## src/hdl/ptu_pkg.sv

```systemverilog
// Shared types, constants and tables of the particle table core.
package ptu_pkg;

    localparam int SLOTS        = 64;
    localparam int SINE_ENTRIES = 256;
    localparam int ADDR_W       = (SLOTS > 1) ? $clog2(SLOTS) : 1;
    localparam int CNT_W        = $clog2(SLOTS + 1);
    localparam int SINE_BITS    = $clog2(SINE_ENTRIES);
    localparam int DRAG_STEPS   = 12;
    localparam int DIV_STEPS    = 25;
    localparam int IN_W         = 168;
    localparam int OUT_W        = 128;

    localparam logic [1:0] KIND_ACCEPT = 2'd0;
    localparam logic [1:0] KIND_DROP   = 2'd1;
    localparam logic [1:0] KIND_QUAD   = 2'd2;

    localparam logic       FUNC_INSERT = 1'b0;

    localparam logic [17:0] K_PULSE15 = 18'd156456;
    localparam logic [17:0] K_PULSE20 = 18'd208608;

    typedef logic [15:0] t_drag_tab [DRAG_STEPS];
    localparam t_drag_tab DRAG_TAB = '{
        16'd46341, 16'd55109, 16'd60097, 16'd62757, 16'd64132, 16'd64830,
        16'd65182, 16'd65359, 16'd65447, 16'd65492, 16'd65514, 16'd65525
    };

    typedef logic signed [15:0] t_sine_tab [SINE_ENTRIES];

    // Odd polynomial per quarter wave, Q1.15.
    function automatic t_sine_tab build_sine();
        t_sine_tab tab;
        longint t, q, r, x, x15, x2, inner, mid, v;
        for (int i = 0; i < SINE_ENTRIES; i++) begin
            t     = (longint'(i) * 65536) / SINE_ENTRIES;
            q     = (t >> 14) & 3;
            r     = t & 16'h3FFF;
            x     = ((q & 1) != 0) ? (16384 - r) : r;
            x15   = x * 2;
            x2    = (x15 * x15) >> 15;
            inner = 21167 - ((x2 * 2611) >> 15);
            mid   = 51472 - ((x2 * inner) >> 15);
            v     = (x15 * mid) >> 15;
            if (v > 32767) v = 32767;
            if (q >= 2) v = -v;
            tab[i] = 16'(v);
        end
        return tab;
    endfunction

    localparam t_sine_tab SINE_TAB = build_sine();

    typedef struct packed {
        logic signed [23:0] pos_x;
        logic signed [23:0] pos_y;
        logic signed [19:0] vel_x;
        logic signed [19:0] vel_y;
        logic [15:0]        life;
        logic [23:0]        rec;
        logic [31:0]        color;
        logic [11:0]        size;
        logic               sparkle;
    } t_part;

    typedef struct packed {
        logic load_in;
        logic div_step;
        logic ins_wr;
        logic resp;
        logic drag_init;
        logic drag_step;
        logic rd_idx;
        logic rd_last;
        logic cnt_dec;
        logic copy_wr;
        logic upd_prod;
        logic upd_wr;
        logic idx_clr;
        logic q_mul1;
        logic q_mul2;
        logic q_mul3;
        logic q_out;
    } t_cmd;

    typedef struct packed {
        logic in_func;
        logic full;
        logic div_last;
        logic drag_last;
        logic idx_ge_cnt;
        logic cnt_zero;
        logic expired;
        logic idx_is_last;
        logic out_free;
    } t_stat;

    function automatic logic [23:0] sat24(logic signed [25:0] x);
        if (x > 26'sd8388607)       return 24'h7FFFFF;
        else if (x < -26'sd8388608) return 24'h800000;
        else                        return x[23:0];
    endfunction

endpackage

```

## src/hdl/ptu_ctrl.sv

```systemverilog
// Sequencer of the particle table core.
module ptu_ctrl (
    input  logic            i_clk,
    input  logic            i_rst_n,
    input  logic            i_in_valid,
    input  ptu_pkg::t_stat  i_stat,
    output logic            o_in_ready,
    output ptu_pkg::t_cmd   o_cmd
);

    typedef enum logic [11:0] {
        S_IDLE  = 12'b000000000001,
        S_DIV   = 12'b000000000010,
        S_INS   = 12'b000000000100,
        S_RESP  = 12'b000000001000,
        S_DRAG  = 12'b000000010000,
        S_UREAD = 12'b000000100000,
        S_UCHK  = 12'b000001000000,
        S_UCOPY = 12'b000010000000,
        S_UWR   = 12'b000100000000,
        S_QREAD = 12'b001000000000,
        S_Q1    = 12'b010000000000,
        S_Q2Q3  = 12'b100000000000
    } t_state;

    t_state r_state, n_state;
    logic   r_q3, n_q3;
    logic   r_q4, n_q4;

    always_ff @(posedge i_clk) begin
        if (!i_rst_n) begin
            r_state <= S_IDLE;
            r_q3    <= 1'b0;
            r_q4    <= 1'b0;
        end else begin
            r_state <= n_state;
            r_q3    <= n_q3;
            r_q4    <= n_q4;
        end
    end

    assign o_in_ready = (r_state == S_IDLE);

    always_comb begin
        n_state = r_state;
        n_q3    = 1'b0;
        n_q4    = 1'b0;
        o_cmd   = '0;
        unique case (r_state)
            S_IDLE: begin
                if (i_in_valid) begin
                    o_cmd.load_in = 1'b1;
                    if (i_stat.in_func == ptu_pkg::FUNC_INSERT) begin
                        n_state = i_stat.full ? S_RESP : S_DIV;
                    end else begin
                        // restart the walk at slot 0
                        o_cmd.drag_init = 1'b1;
                        o_cmd.idx_clr   = 1'b1;
                        n_state = S_DRAG;
                    end
                end
            end
            S_DIV: begin
                o_cmd.div_step = 1'b1;
                if (i_stat.div_last) n_state = S_INS;
            end
            S_INS: begin
                o_cmd.ins_wr = 1'b1;
                n_state = S_RESP;
            end
            S_RESP: begin
                if (i_stat.out_free) begin
                    o_cmd.resp = 1'b1;
                    n_state = S_IDLE;
                end
            end
            S_DRAG: begin
                o_cmd.drag_step = 1'b1;
                if (i_stat.drag_last) n_state = S_UREAD;
            end
            S_UREAD: begin
                if (i_stat.idx_ge_cnt) begin
                    o_cmd.idx_clr = 1'b1;
                    n_state = i_stat.cnt_zero ? S_IDLE : S_QREAD;
                end else begin
                    o_cmd.rd_idx = 1'b1;
                    n_state = S_UCHK;
                end
            end
            S_UCHK: begin
                if (i_stat.expired) begin
                    if (i_stat.idx_is_last) begin
                        o_cmd.cnt_dec = 1'b1;
                        n_state = S_UREAD;
                    end else begin
                        o_cmd.rd_last = 1'b1;
                        n_state = S_UCOPY;
                    end
                end else begin
                    o_cmd.upd_prod = 1'b1;
                    n_state = S_UWR;
                end
            end
            S_UCOPY: begin
                o_cmd.copy_wr = 1'b1;
                o_cmd.cnt_dec = 1'b1;
                n_state = S_UREAD;
            end
            S_UWR: begin
                o_cmd.upd_wr = 1'b1;
                n_state = S_UREAD;
            end
            S_QREAD: begin
                o_cmd.rd_idx = 1'b1;
                n_state = S_Q1;
            end
            S_Q1: begin
                o_cmd.q_mul1 = 1'b1;
                n_state = S_Q2Q3;
            end
            S_Q2Q3: begin
                // walk the three remaining quad stages inside one state
                if (!r_q3 && !r_q4) begin
                    o_cmd.q_mul2 = 1'b1;
                    n_q3 = 1'b1;
                end else if (r_q3) begin
                    o_cmd.q_mul3 = 1'b1;
                    n_q4 = 1'b1;
                end else if (i_stat.out_free) begin
                    o_cmd.q_out = 1'b1;
                    n_state = i_stat.idx_is_last ? S_IDLE : S_QREAD;
                end else begin
                    n_q4 = 1'b1;
                end
            end
            default: n_state = S_IDLE;
        endcase
    end

endmodule

```

## config.mk

```make
export PLATFORM = sky130hd
export DESIGN_NAME = ptu_ctrl
export DESIGN_NICKNAME = d
export VERILOG_FILES = /design/src/hdl/ptu_pkg.sv /design/src/hdl/ptu_ctrl.sv
export SDC_FILE = /design/constraint.sdc
export NUM_CORES = 1
export LEC_CHECK = 0
export BUFFER_PORTS_ARGS = -buffer_cell sky130_fd_sc_hd__buf_2
export CAP_MARGIN = 40
export CORE_MARGIN = 4
export CORE_UTILIZATION = 36
export DETAILED_ROUTE_END_ITERATION = 6
export PLACE_DENSITY_LB_ADDON = 0.1
export SETUP_SLACK_MARGIN = 0.2
export SYNTH_ARGS = -nofsm -noshare
export SYNTH_HDL_FRONTEND = slang
export SYNTH_SLANG_ARGS = --single-unit
```

## constraint.sdc

```tcl
create_clock -name i_clk -period 7.4 [get_ports i_clk]
set_input_delay 0.37 -clock i_clk [delete_from_list [all_inputs] [get_ports i_clk]]
set_output_delay 0.37 -clock i_clk [all_outputs]
set_load 0.01 [all_outputs]
```

After elaboration in Yosys (flattened, before gate mapping)
Index checks and enable logic that the tools add are counted.
{"block": "word_totals", "register_bits": 14}
{"block": "classes", "reduce_logical": 7, "mux": 46, "eq_ne": 19, "bitwise": 2}
{"operator": "$pmux 12 s11", "count": 1}
{"operator": "$mux 12", "count": 7}
{"operator": "$mux 10", "count": 3}
{"operator": "$mux 1", "count": 25}
{"operator": "$ne 2x2->1 const B", "count": 7}
{"operator": "$eq 12x1->1 const B", "count": 1}
{"operator": "$eq 12x10->1 const B", "count": 1}
{"operator": "$eq 12x11->1 const B", "count": 1}
{"operator": "$eq 12x12->1 const B", "count": 1}
{"operator": "$eq 12x2->1 const B", "count": 1}
{"operator": "$eq 12x3->1 const B", "count": 1}
{"operator": "$eq 12x4->1 const B", "count": 1}
{"operator": "$eq 12x5->1 const B", "count": 1}
{"operator": "$eq 12x6->1 const B", "count": 1}
{"operator": "$eq 12x7->1 const B", "count": 1}
{"operator": "$eq 12x8->1 const B", "count": 1}
{"operator": "$eq 12x9->1 const B", "count": 1}
{"operator": "$mux 9", "count": 1}
{"operator": "$mux 8", "count": 1}
{"operator": "$reduce_and 7->1", "count": 1}
{"operator": "$pmux 1 s2", "count": 3}
{"operator": "$mux 5", "count": 1}
{"operator": "$mux 2", "count": 2}
{"operator": "$mux 4", "count": 1}
{"operator": "7 further kinds", "count": 9}

Depth between registers and ports, before layout
{"block": "depth", "depth_word": 5, "depth_mapped": 7, "mapped_depth_nobuf": 5}

Least setup slack after synthesis
No wires, ideal clock.
{"block": "synth_timing", "path_type": "register to output", "from": "register r_state[0]", "to": "output port o_cmd[8] (netlist bit)", "stages_incl_launch_ff": 6, "arrival_time_ns": 2.214, "t_required_ns": 7.030, "path_slack_ns": 4.816, "path_cell_list": "dfxtp_1 > clkbuf_1 > or4_1 > or3_1 > nor4b_1 > nand2b_1"}
{"element": "start: declaration", "line": "ptu_ctrl.sv:26", "source": "t_state r_state, n_state;"}
{"element": "start signal: assignment", "line": "ptu_ctrl.sv:36", "source": "r_state <= n_state;"}
{"element": "end: declaration", "line": "ptu_ctrl.sv:8", "source": "output ptu_pkg::t_cmd o_cmd"}

==> out/metrics.yaml <==
job:
  cap_violations: 0
synth:
  synthArstFlopShare_pct: 0
  synth_area_leaders: "dfxtp_1, nor2_1, nor3_1"
  syn_nets: 138
  synth_seq_cells: 14
  synth.avg_cell_area_sq_um: 7.716
  syn_inst: 126
  yosys_most_used_dff: "dfxtp_1"
  ys_types: 39
  synth-seq-area-share_pct: 28.83
  synth_area_leader_cell: "dfxtp_1"
  ys_warn_count: 0
  synthesis.area_sq_um: 972.2
  synth_edf_count: 0
  synth_top_area_share_pct: 28.83
power:
  pwr-share-comb_pct: 28.6
  cell_internal_pwr_w: 0.0001318
  clkPwrFrac_pct: 28.4
  seqPwrFrac_pct: 43.0
  p_sw_w: 0.00006314
  p_per_area_mw_per_mm2: 169.0
  ir_drop_mv: 0.1175
  leakagePower_nw: 0.5258
  switching_share_pct: 32.38
sta:
  layout_worst_path_cycle_share_pct: 38.79
  rsz0062_at_grt: "no"
  finalHoldViolCount: 0
  fin_crit_ns: 2.871
  fin_ws_ns: 4.529
  setup-violations-final: 0
  tightest_slew_ns: 0.8115
  max_freq_mhz: 348.3
  max_slew_margin_pct: 45.14
  finalSetupTns_ns: 0
  clock_skew_ns: 0.004640
  slew_violations: 0
setup_path:
  worstPathCellList: "or4_1, or4_1, or3b_2, o21ai_0, buf_2"
  cp.required_ns: 7.03
  crit_path_start_kind: "flop"
  path_max_fanout: 9
  worst-path-buf-inv: 1
  cpMostUsedCell: "or4_1"
  crit_family: "simple AND/OR/NAND/NOR gates"
  cp.arrival_ns: 2.50
  cpMaxStageDelayCell: "or4_1"
  worst_setup_path_end_kind: "output port"
  setup.worst_path.class: "reg -> out"
  slowest_delay_ns: 0.63
floorplan:
  core_area_sq_mm: 0.002522
  die_w_microns: 59.97
  start_util_pct: 38.54
  io_pins: 30
  die_h_microns: 59.97
  num_rows: 18
  dieArea_sq_mm: 0.003596
clocking:
  cts_tree: "done"
  numCtsBuffers: 3
  ctsHoldBuffers: 0
  clockRootBuffer: "clkbuf_4"
  clkLatencyLatePin_ns: 0.28
  clk_pin_slew_ns: 0.09
  cts_resized: 0
  htreeDepth: 1
  cts_buffer_depth: 2
  postCtsSetupRepairBufs: 0
  cts_sinks: 14
global_routing:
  grt_pass1_wl_microns: 4422
  antenna_found_initial: 0
  grt_usage_pct: 16.23
  grt_max_degree: 12
  grt_pass1_vias: 968
  grt-ovfl-total: 0
detailed_routing:
  drtPass1Iterations: 4
  vias: 1032
  ant_nets: 0
  wl_per_cell_microns: 14.23
  drc: 0
  vias_per_cell: 5.670
  drt-initial-drc-count: 26
  wl_microns: 2590
layout:
  stdcell_area_sq_mm: 0.001154
  num-nets-final: 165
  area.growth.synth_to_final_pct: 18.66
  drive_above_1_share_pct: 25.66
  diodes: 0
worst_hold_path:
  hold_class: "in -> reg"
place:
  gp_congestion: 0.8882
  dp_slack_ns: 4.833
  place_hpwl_microns: 2077
  post_dp_cell_area_sq_mm: 0.001117
  port_buffers: 29
outcome:
  outcome: "completed"
[worst register-to-register path: cells and delay by family, from the launching register on]
kind             cells  cell delay (ns)
AND/OR/NAND/NOR      5             2.07
flip-flops           1             0.39
[registers in the layout, indices dropped and copies added (netlist names)]
signal / cells
r_q3: 1
r_q4: 1
r_state: 12
[final timing paths]
kind	cells past startpoint	start	endpoint	slack [ns]
max	5	r_state[0]	o_cmd[10]	4.53
min	2	i_stat[4]	r_state[6]	0.28
max reg2reg	5	r_state[4]	r_state[2]	4.83
min reg2reg	2	r_q4	r_q4	0.56
[cell families after synthesis]
logic type	share of synthesized area (%)
AOI/OAI and AO/OA	18.40
and+or+nand+nor	42.34
xor gates and xnor gates	3.604
DFF	28.83
muxes	1.030
buffers and inverters	5.791
[stage by stage]
| stage | total power, W | hold WS [ns] | utilization (%) | std cells |
|---|---|---|---|---|
| finish | 0.0001950 | 0.2761 | 45.73 | 182 |
| global route | 0.0002099 | 0.2685 | 45.73 | 182 |
| CTS | 0.0001965 | 0.2730 | 45.73 | 182 |
| detailed placement | 0.0001413 | 0.5656 | 44.30 | 178 |
| global placement | 0.0001418 | 0.5436 | 44.30 | 178 |
| floorplan | 0.0001239 | 0.4485 | - | 126 |
[power by group through the flow]
stage / Clock [W] / Sequential (W) / Combinational (W)
2_1_floorplan: 0 / 0.0000807 / 0.0000432
3_3_place_gp: 0 / 0.0000855 / 0.0000562
3_5_place_dp: 0 / 0.0000856 / 0.0000557
4_1_cts: 0.0000566 / 0.0000838 / 0.0000561
5_1_grt: 0.0000619 / 0.0000852 / 0.0000628
6_report: 0.0000553 / 0.0000838 / 0.0000558
[Yosys cell counts (4+ instances only)]
library cell	n
dfxtp_1	14
o21ai_0	5
nand2_1	8
or4_1	4
nor3_1	9
nand3_1	6
inv_1	5
a21boi_0	4
nor2_1	14
nor4_1	4
[area by class of cell]
class | count | area [sq um]
flip-flops and latches | 14 | 280.3
well taps | 30 | 37.54
clock buffers | 4 | 36.28
inverters | 5 | 18.77
multi-input cells | 100 | 635.6
fillers | 288 | 1369
repair buffers | 29 | 145.1
[per-layer routing]
metal  GRT usage, %  share of wire, %  up-vias
met3          5.400               7.2        6
met1          22.57                48      462
met4          5.380               1.8        0
met2          23.30                43       36
li1               -                 -      528
met5              0                 0        -
[cells in the final DEF, fill, tap and decap left out, types with 4 or more instances in the layout]
cell,synthesis,layout
buf_2,3,29
nor2_1,14,14
dfxtp_1,14,14
nor3_1,9,9
nand2_1,8,8
nand3_1,6,6
inv_1,5,5
o21ai_0,5,5
nor4_1,4,4
or4_1,4,4
a21boi_0,4,4
Power figures use the tool's default switching activity.
